<file path="src/rtl/core/sdd_pkg.sv">
// ----------------------------------------------------------------------------
// sdd_pkg
// Shared types and constants of the scaled DAC debug output block.
// ----------------------------------------------------------------------------
`default_nettype none

package sdd_pkg;

  // Configuration port geometry.
  localparam int unsigned CfgAddrW = 3;
  localparam int unsigned CfgDataW = 32;

  // Field widths.
  localparam int unsigned SampleW = 32;
  localparam int unsigned CodeW   = 8;
  localparam int unsigned WordW   = 16;
  localparam int unsigned DivW    = 16;
  localparam int unsigned InDataW  = 32;
  localparam int unsigned OutDataW = 24;

  // Largest DAC code.
  localparam logic [CodeW-1:0] CodeMax = 8'hFF;

  // Register indexes of the configuration port.
  typedef enum logic [CfgAddrW-1:0] {
    REG_MIN_VALUE   = 3'd0,
    REG_MAX_VALUE   = 3'd1,
    REG_GAIN        = 3'd2,
    REG_UPDATE_DIV  = 3'd3,
    REG_DAC_CHANNEL = 3'd4,
    REG_RANGE_BIT   = 3'd5,
    REG_ENABLE      = 3'd6
  } sdd_reg_idx_t;

  // Register file contents as seen by the datapath.
  typedef struct packed {
    logic signed [31:0] min_value;
    logic signed [31:0] max_value;
    logic        [31:0] gain;
    logic   [DivW-1:0]  update_div;
    logic        [1:0]  dac_channel;
    logic               range_bit;
    logic               enable;
  } sdd_cfg_t;

  // Reset values of the registers.
  localparam logic signed [31:0] MinValueRst   = 32'sd0;
  localparam logic signed [31:0] MaxValueRst   = 32'sd65536;
  localparam logic        [31:0] GainRst       = 32'd16711680;
  localparam logic   [DivW-1:0]  UpdateDivRst  = 16'd1;

endpackage : sdd_pkg

`default_nettype wire

</file>
<file path="src/rtl/core/scaled_dac_debug_output_top.sv">
// ----------------------------------------------------------------------------
// scaled_dac_debug_output_top
// Scales signed Q16.16 samples to 8-bit DAC codes and emits one DAC control
// word every update_div enabled samples, or every one for a divider of zero.
// ----------------------------------------------------------------------------
// The block takes one sample beat per clock unless the output stalls it, and
// has three register stages (input and prescaler, multiply, round and pack).
// Only every update_div-th enabled sample produces an output beat (a divider
// of zero acts as one); samples taken while disabled are dropped and do not
// advance the prescaler. Throughput is set by the single 32x32 multiplier
// stage and is one sample per cycle as long as out_tready is high.
// Registers are written through the cfg port and must only change while no
// sample is in flight.
`default_nettype none

module scaled_dac_debug_output_top
  import sdd_pkg::*;
(
  input  wire logic                clk,
  input  wire logic                rst_n,
  // Configuration write port.
  input  wire logic                cfg_we,
  input  wire logic [CfgAddrW-1:0] cfg_addr,
  input  wire logic [CfgDataW-1:0] cfg_wdata,
  // Sample stream.
  input  wire logic                in_tvalid,
  output logic                     in_tready,
  input  wire logic [InDataW-1:0]  in_tdata,   // [31:0] sample
  // DAC word stream.
  output logic                     out_tvalid,
  input  wire logic                out_tready,
  output logic [OutDataW-1:0]      out_tdata   // [15:0] control_word, [23:16] code
);

  sdd_cfg_t             cfg;
  logic                 s1_valid, s1_ready;
  logic [SampleW-1:0]   s1_sample;
  logic                 s2_valid, s2_ready;
  logic [2*SampleW-1:0] s2_prod;
  logic                 s2_zero, s2_full;
  logic [WordW-1:0]     out_word;
  logic [CodeW-1:0]     out_code;

  sdd_cfg_regs u_cfg (
    .clk       (clk),
    .rst_n     (rst_n),
    .cfg_we    (cfg_we),
    .cfg_addr  (cfg_addr),
    .cfg_wdata (cfg_wdata),
    .cfg_o     (cfg)
  );

  sdd_decim u_decim (
    .clk       (clk),
    .rst_n     (rst_n),
    .cfg_i     (cfg),
    .in_valid  (in_tvalid),
    .in_ready  (in_tready),
    .in_sample (in_tdata[SampleW-1:0]),
    .s1_valid  (s1_valid),
    .s1_ready  (s1_ready),
    .s1_sample (s1_sample)
  );

  sdd_mul u_mul (
    .clk       (clk),
    .rst_n     (rst_n),
    .cfg_i     (cfg),
    .s1_valid  (s1_valid),
    .s1_ready  (s1_ready),
    .s1_sample (s1_sample),
    .s2_valid  (s2_valid),
    .s2_ready  (s2_ready),
    .s2_prod   (s2_prod),
    .s2_zero   (s2_zero),
    .s2_full   (s2_full)
  );

  sdd_out u_out (
    .clk       (clk),
    .rst_n     (rst_n),
    .cfg_i     (cfg),
    .s2_valid  (s2_valid),
    .s2_ready  (s2_ready),
    .s2_prod   (s2_prod),
    .s2_zero   (s2_zero),
    .s2_full   (s2_full),
    .out_valid (out_tvalid),
    .out_ready (out_tready),
    .out_word  (out_word),
    .out_code  (out_code)
  );

  assign out_tdata = {out_code, out_word};

  // A beat taken while disabled never enters the pipeline.
  a_disabled_drop: assert property (@(posedge clk) disable iff (!rst_n)
    (in_tvalid && in_tready && !cfg.enable) |=> !s1_valid)
    else $error("disabled sample entered the pipeline");

  // With a divider of one every enabled beat emits.
  a_div_one_emits: assert property (@(posedge clk) disable iff (!rst_n)
    (in_tvalid && in_tready && cfg.enable && (cfg.update_div == DivW'(1))) |=> s1_valid)
    else $error("enabled sample dropped with divider of one");

  // A stalled first stage keeps its sample.
  a_s1_hold: assert property (@(posedge clk) disable iff (!rst_n)
    (s1_valid && !s1_ready) |=> (s1_valid && $stable(s1_sample)))
    else $error("first stage lost its sample under stall");

  // The word carries the code and the low five bits stay clear.
  a_word_code: assert property (@(posedge clk) disable iff (!rst_n)
    out_tvalid |-> ((out_tdata[4:0] == 5'b00000) && (out_tdata[12:5] == out_tdata[23:16])))
    else $error("control word does not match code");

endmodule : scaled_dac_debug_output_top

`default_nettype wire

</file>
<file path="src/rtl/core/sdd_cfg_regs.sv">
// ----------------------------------------------------------------------------
// sdd_cfg_regs
// Write-only configuration registers of the scaled DAC debug output block.
// ----------------------------------------------------------------------------
`default_nettype none

module sdd_cfg_regs
  import sdd_pkg::*;
(
  input  wire logic                clk,
  input  wire logic                rst_n,
  input  wire logic                cfg_we,
  input  wire logic [CfgAddrW-1:0] cfg_addr,
  input  wire logic [CfgDataW-1:0] cfg_wdata,
  output sdd_cfg_t                 cfg_o
);

  sdd_cfg_t cfg_r;
  sdd_cfg_t cfg_nxt;

  // Decode the write; an unused index leaves everything as it is.
  always_comb begin
    cfg_nxt = cfg_r;
    if (cfg_we) begin
      case (sdd_reg_idx_t'(cfg_addr))
        REG_MIN_VALUE:   cfg_nxt.min_value   = $signed(cfg_wdata);
        REG_MAX_VALUE:   cfg_nxt.max_value   = $signed(cfg_wdata);
        REG_GAIN:        cfg_nxt.gain        = cfg_wdata;
        REG_UPDATE_DIV:  cfg_nxt.update_div  = cfg_wdata[DivW-1:0];
        REG_DAC_CHANNEL: cfg_nxt.dac_channel = cfg_wdata[1:0];
        REG_RANGE_BIT:   cfg_nxt.range_bit   = cfg_wdata[0];
        REG_ENABLE:      cfg_nxt.enable      = cfg_wdata[0];
        default:         cfg_nxt = cfg_r;
      endcase
    end
  end

  always_ff @(posedge clk) begin
    if (!rst_n) begin
      cfg_r.min_value   <= MinValueRst;
      cfg_r.max_value   <= MaxValueRst;
      cfg_r.gain        <= GainRst;
      cfg_r.update_div  <= UpdateDivRst;
      cfg_r.dac_channel <= 2'd0;
      cfg_r.range_bit   <= 1'b0;
      cfg_r.enable      <= 1'b0;
    end else begin
      cfg_r <= cfg_nxt;
    end
  end

  assign cfg_o = cfg_r;

endmodule : sdd_cfg_regs

`default_nettype wire

</file>
<file path="src/rtl/core/sdd_decim.sv">
// ----------------------------------------------------------------------------
// sdd_decim
// Input register and sample prescaler; only beats that emit a word go on.
// ----------------------------------------------------------------------------
`default_nettype none

module sdd_decim
  import sdd_pkg::*;
(
  input  wire logic               clk,
  input  wire logic               rst_n,
  input  wire sdd_cfg_t           cfg_i,
  input  wire logic               in_valid,
  output logic                    in_ready,
  input  wire logic [SampleW-1:0] in_sample,
  output logic                    s1_valid,
  input  wire logic               s1_ready,
  output logic      [SampleW-1:0] s1_sample
);

  logic [DivW-1:0]    cnt_r, cnt_nxt;
  logic               valid_r, valid_nxt;
  logic [SampleW-1:0] sample_r;
  logic [DivW-1:0]    cnt_inc;
  logic               emit;
  logic               acc;

  assign in_ready = !valid_r || s1_ready;
  assign acc      = in_valid && in_ready;

  // Prescaler: count each enabled sample, emit when the count reaches or passes the divider.
  assign cnt_inc = cnt_r + DivW'(1);
  assign emit    = (cnt_inc >= cfg_i.update_div);

  always_comb begin
    cnt_nxt   = cnt_r;
    valid_nxt = valid_r;
    if (acc) begin
      valid_nxt = cfg_i.enable && emit;
      if (cfg_i.enable) begin
        cnt_nxt = emit ? '0 : cnt_inc;
      end
    end else if (s1_ready) begin
      valid_nxt = 1'b0;
    end
  end

  always_ff @(posedge clk) begin
    if (!rst_n) begin
      cnt_r   <= '0;
      valid_r <= 1'b0;
    end else begin
      cnt_r   <= cnt_nxt;
      valid_r <= valid_nxt;
    end
  end

  // Sample holding register.
  always_ff @(posedge clk) begin
    if (acc) begin
      sample_r <= in_sample;
    end
  end

  assign s1_valid  = valid_r;
  assign s1_sample = sample_r;

endmodule : sdd_decim

`default_nettype wire

</file>
<file path="src/rtl/core/sdd_mul.sv">
// ----------------------------------------------------------------------------
// sdd_mul
// Range test and offset-times-gain product, registered.
// ----------------------------------------------------------------------------
`default_nettype none

module sdd_mul
  import sdd_pkg::*;
(
  input  wire logic               clk,
  input  wire logic               rst_n,
  input  wire sdd_cfg_t           cfg_i,
  input  wire logic               s1_valid,
  output logic                    s1_ready,
  input  wire logic [SampleW-1:0] s1_sample,
  output logic                    s2_valid,
  input  wire logic               s2_ready,
  output logic [2*SampleW-1:0]    s2_prod,
  output logic                    s2_zero,
  output logic                    s2_full
);

  logic                      valid_r, valid_nxt;
  logic [2*SampleW-1:0]      prod_r;
  logic                      zero_r, full_r;
  logic signed [SampleW-1:0] smp;
  logic [SampleW-1:0]        diff_w;
  logic [2*SampleW-1:0]      prod_w;
  logic                      take;

  assign s1_ready = !valid_r || s2_ready;
  assign take     = s1_valid && s1_ready;
  assign smp      = $signed(s1_sample);

  // Offset from the minimum; exact and below 2^32 whenever the linear case applies.
  assign diff_w = s1_sample - cfg_i.min_value;
  assign prod_w = diff_w * cfg_i.gain;

  always_comb begin
    valid_nxt = valid_r;
    if (take) begin
      valid_nxt = 1'b1;
    end else if (s2_ready) begin
      valid_nxt = 1'b0;
    end
  end

  always_ff @(posedge clk) begin
    if (!rst_n) begin
      valid_r <= 1'b0;
    end else begin
      valid_r <= valid_nxt;
    end
  end

  // Both range tests are registered with the product; sdd_out gives the minimum test priority.
  always_ff @(posedge clk) begin
    if (take) begin
      prod_r <= prod_w;
      zero_r <= (smp <= cfg_i.min_value);
      full_r <= (smp >= cfg_i.max_value);
    end
  end

  assign s2_valid = valid_r;
  assign s2_prod  = prod_r;
  assign s2_zero  = zero_r;
  assign s2_full  = full_r;

endmodule : sdd_mul

`default_nettype wire

</file>
<file path="src/rtl/core/sdd_out.sv">
// ----------------------------------------------------------------------------
// sdd_out
// Rounding, saturation, control word packing and the result register.
// ----------------------------------------------------------------------------
`default_nettype none

module sdd_out
  import sdd_pkg::*;
(
  input  wire logic                 clk,
  input  wire logic                 rst_n,
  input  wire sdd_cfg_t             cfg_i,
  input  wire logic                 s2_valid,
  output logic                      s2_ready,
  input  wire logic [2*SampleW-1:0] s2_prod,
  input  wire logic                 s2_zero,
  input  wire logic                 s2_full,
  output logic                      out_valid,
  input  wire logic                 out_ready,
  output logic [WordW-1:0]          out_word,
  output logic [CodeW-1:0]          out_code
);

  logic               valid_r, valid_nxt;
  logic [WordW-1:0]   word_r;
  logic [CodeW-1:0]   code_r;
  logic [SampleW:0]   rnd;
  logic [CodeW-1:0]   code_w;
  logic               take;

  assign s2_ready = !valid_r || out_ready;
  assign take     = s2_valid && s2_ready;

  // Add one half and keep the integer part of the Q32.32 product.
  assign rnd = {1'b0, s2_prod[2*SampleW-1:SampleW]} + (SampleW+1)'(s2_prod[SampleW-1]);

  always_comb begin
    if (s2_zero) begin
      code_w = '0;
    end else if (s2_full || (rnd[SampleW:CodeW] != '0)) begin
      code_w = CodeMax;
    end else begin
      code_w = rnd[CodeW-1:0];
    end
  end

  always_comb begin
    valid_nxt = valid_r;
    if (take) begin
      valid_nxt = 1'b1;
    end else if (out_ready) begin
      valid_nxt = 1'b0;
    end
  end

  always_ff @(posedge clk) begin
    if (!rst_n) begin
      valid_r <= 1'b0;
    end else begin
      valid_r <= valid_nxt;
    end
  end

  // Control word: channel, range select, code, five zero bits.
  always_ff @(posedge clk) begin
    if (take) begin
      code_r <= code_w;
      word_r <= {cfg_i.dac_channel, cfg_i.range_bit, code_w, 5'b00000};
    end
  end

  assign out_valid = valid_r;
  assign out_word  = word_r;
  assign out_code  = code_r;

endmodule : sdd_out

`default_nettype wire

</file>
<file path="config.mk">
export PLATFORM = sky130hd
export DESIGN_NAME = scaled_dac_debug_output_top
export DESIGN_NICKNAME = d
export VERILOG_FILES = /design/src/rtl/core/sdd_pkg.sv /design/src/rtl/core/scaled_dac_debug_output_top.sv /design/src/rtl/core/sdd_cfg_regs.sv /design/src/rtl/core/sdd_decim.sv /design/src/rtl/core/sdd_mul.sv /design/src/rtl/core/sdd_out.sv
export SDC_FILE = /design/constraint.sdc
export NUM_CORES = 2
export LEC_CHECK = 0
export BUFFER_PORTS_ARGS = -buffer_cell sky130_fd_sc_hd__buf_4
export CORE_MARGIN = 3
export CORE_UTILIZATION = 65
export DETAILED_ROUTE_END_ITERATION = 12
export PLACE_DENSITY = 0.82
export SETUP_SLACK_MARGIN = 0.02
export SLEW_MARGIN = 10
export SYNTH_ARGS = -nofsm -noshare
export SYNTH_HDL_FRONTEND = slang
export SYNTH_HIERARCHICAL = 1
export SYNTH_SLANG_ARGS = --single-unit
</file>
<file path="constraint.sdc">
create_clock -name clk -period 12.44 [get_ports clk]
set_input_delay 2.488 -clock clk [delete_from_list [all_inputs] [get_ports clk]]
set_output_delay 2.488 -clock clk [all_outputs]
set_load 0.02 [all_outputs]
</file>
==> results_dict.tcl <==
set metrics [dict create \
    run_status "finished, final reports clean" \
    path_category_of_the_worst_min_delay_check "reg2reg" \
    setup.worst_path.class "reg2reg" \
    synthToLayoutAreaGrowth_pct 4.49 \
    reg2reg_slack_ps 800 \
    min-delay-start "u_cfg/cfg_o[2]" \
    cts.hold.buffers_added 0 \
    setup_viol 0 \
    max-clock-path-buffers 3 \
    clock.fmax_ghz 0.0859 \
    die_width_um 273 \
    clock_latency_ps 550 \
    ant_nets 0 \
    regToRegStartpoint "u_decim/s1_sample[11]" \
    timing.critical_path.mode_cell "sky130_fd_sc_hd__fa_1" \
    grt_antenna_before_repair 3 \
    critical_path_required_ps 12820 \
    avgViaCountPerCell 5.85 \
    cts-buffers-inserted 24 \
    critical_path_peak_fanout 19 \
    routed_wirelength_um 125000 \
    layout-drive-gt1-share_pct 5.88 \
    finalMaxSlewViolations 0 \
    num_rows 97 \
    die_area_um2 74800 \
    detail_route.drc_violations 0 \
    fin_nets 6363 \
    dr.pass1.iters 7 \
    ff2ff_path_depth 30 \
    yosys_warnings 6 \
    final_critical_path_time_including_i_o_delays_and_setup_ps 11640 \
    post_cts_setup_inserts 0 \
    globalRouteOverflowTotal 0 \
    rsz_0062_raised_after_global_routing "false" \
    setup.worst_path.end_class "flop" \
    tritoncts "done" \
    cts.reportedPaths.clkPinSlew_ps 60 \
    core_um2 70400 \
    crit_family "adder cells" \
    routabilityCongestion 1.01 \
    cts_resized 0 \
    grt_start_max_net_pins 101 \
    final_common_cell "sky130_fd_sc_hd__inv_1" \
    netlist_area_pre_place_um2 46500 \
    worst_ep_arrival_time_ps 12010 \
    final.setup_skew_ps 11.4 \
    timing_worst_slew_pin_value_ps 1350 \
    cts.sink_count 213 \
    wl_per_cell_um 20.8 \
    postSynthAreaPerCell_um2 8.96 \
    worst_setup_path_startpoint "u_decim/s1_sample[11]" \
    most_used_cells_in_the_layout_excluding_fill_and_tap_cells "sky130_fd_sc_hd__inv_1 (995), sky130_fd_sc_hd__fa_1 (897), sky130_fd_sc_hd__nand2_1 (744)" \
    groute.usage.overall_pct 34.4 \
    critical_path_source_type "flop" \
    count_of_buffers_inserted_at_the_top_level_ports 92 \
    synth_cells 5185 \
    final_hold_viol_count 0 \
    grt_pass1_vias 37300 \
    ioPinCount 98 \
    dp_hpwl_um 96600 \
    timing.critical_path.slowest_stage_cell "sky130_fd_sc_hd__xor2_2" \
    cp.depth 30 \
    worstReg2RegEnd "u_mul/s2_prod[63]" \
    drtIter0Drc 3109 \
    crit_buf_inv 4 \
    critPathMaxStageDelay_ps 1010 \
    htreeDepth 1 \
    crit_path_end "u_mul/s2_prod[63]" \
    totalNegativeSetupSlack_ps 0 \
    cts_root_buffer "sky130_fd_sc_hd__clkbuf_16" \
    dieHeight_um 273 \
    maxSlewHeadroom_pct 9.68 \
    global_route_wire_length_before_repair_um 201000 \
    dr_total_vias 35200 \
    start_util_pct 66.0 \
    number_of_maximum_capacitance_constraint_violations 0 \
    layout_worst_path_cycle_share_pct 93.5 \
]
-- sequential cells by signal (all words and copies together), names as in the netlist, 4 cells and up --
name / flops
u_out/out_word: 4
u_cfg/cfg_o: 116
u_out/out_code: 7
u_decim/s1_sample: 32
u_decim/cnt_r: 16
u_mul/s2_prod: 33
-- worst min-delay path by stage --
stage                               endpoint  slack [ps]  cells after the start
after CTS                 u_out/out_word[14]         440                      0
after detailed placement  u_out/out_word[14]         430                      0
after floorplan           u_out/out_word[13]         410                      0
after global routing      u_out/out_word[14]         440                      0
after global placement    u_out/out_word[13]         410                      0
final                     u_out/out_word[14]         440                      0
-- through the flow --
step	std cells	cell area [um^2]	worst slack (ps)	hold WS (ps)	utilization [%]
3_5_place_dp	5962	47800	1110	428	67.9
6_report	6007	48600	804	437	69.0
5_1_grt	6005	48600	489	440	69.0
4_1_cts	6005	48600	1070	441	69.0
3_3_place_gp	5962	47800	1200	413	67.9
2_1_floorplan	5189	46500	3000	408	-
-- worst register-to-register path: cells and delay by family (launching register included) --
kind	cells	cell delay, ps
DFF	1	400
and+or+nand+nor	7	1540
AOI/OAI and AO/OA	8	3110
buffers and inverters	4	570
xor gates and xnor gates	1	1010
adders and majority gates	10	4840
-- cell type report --
class	count	area [um^2]
inverters	995	3730
well taps	940	1180
diodes	2	5.00
flip-flops and latches	213	5050
clock buffers	30	654
repair buffers	169	1270
multi-input cells	3645	36500
clock inverters	13	145
fillers	5379	21800
-- per-layer routing --
layer / vias to the layer above / part of all wire, % / track usage, % / wire length [um]
met3: 332 / 11 / 8.51 / 13900
met2: 1841 / 45 / 53.7 / 56400
met5: - / 0.022 / 0 / 27
li1: 15600 / - / - / -
met1: 17400 / 40 / 46.8 / 49500
met4: 4 / 4.3 / 12.9 / 5350
Power is not shown: default switching activity piles up to over one toggle a cycle in this logic, so the estimate is an artifact.
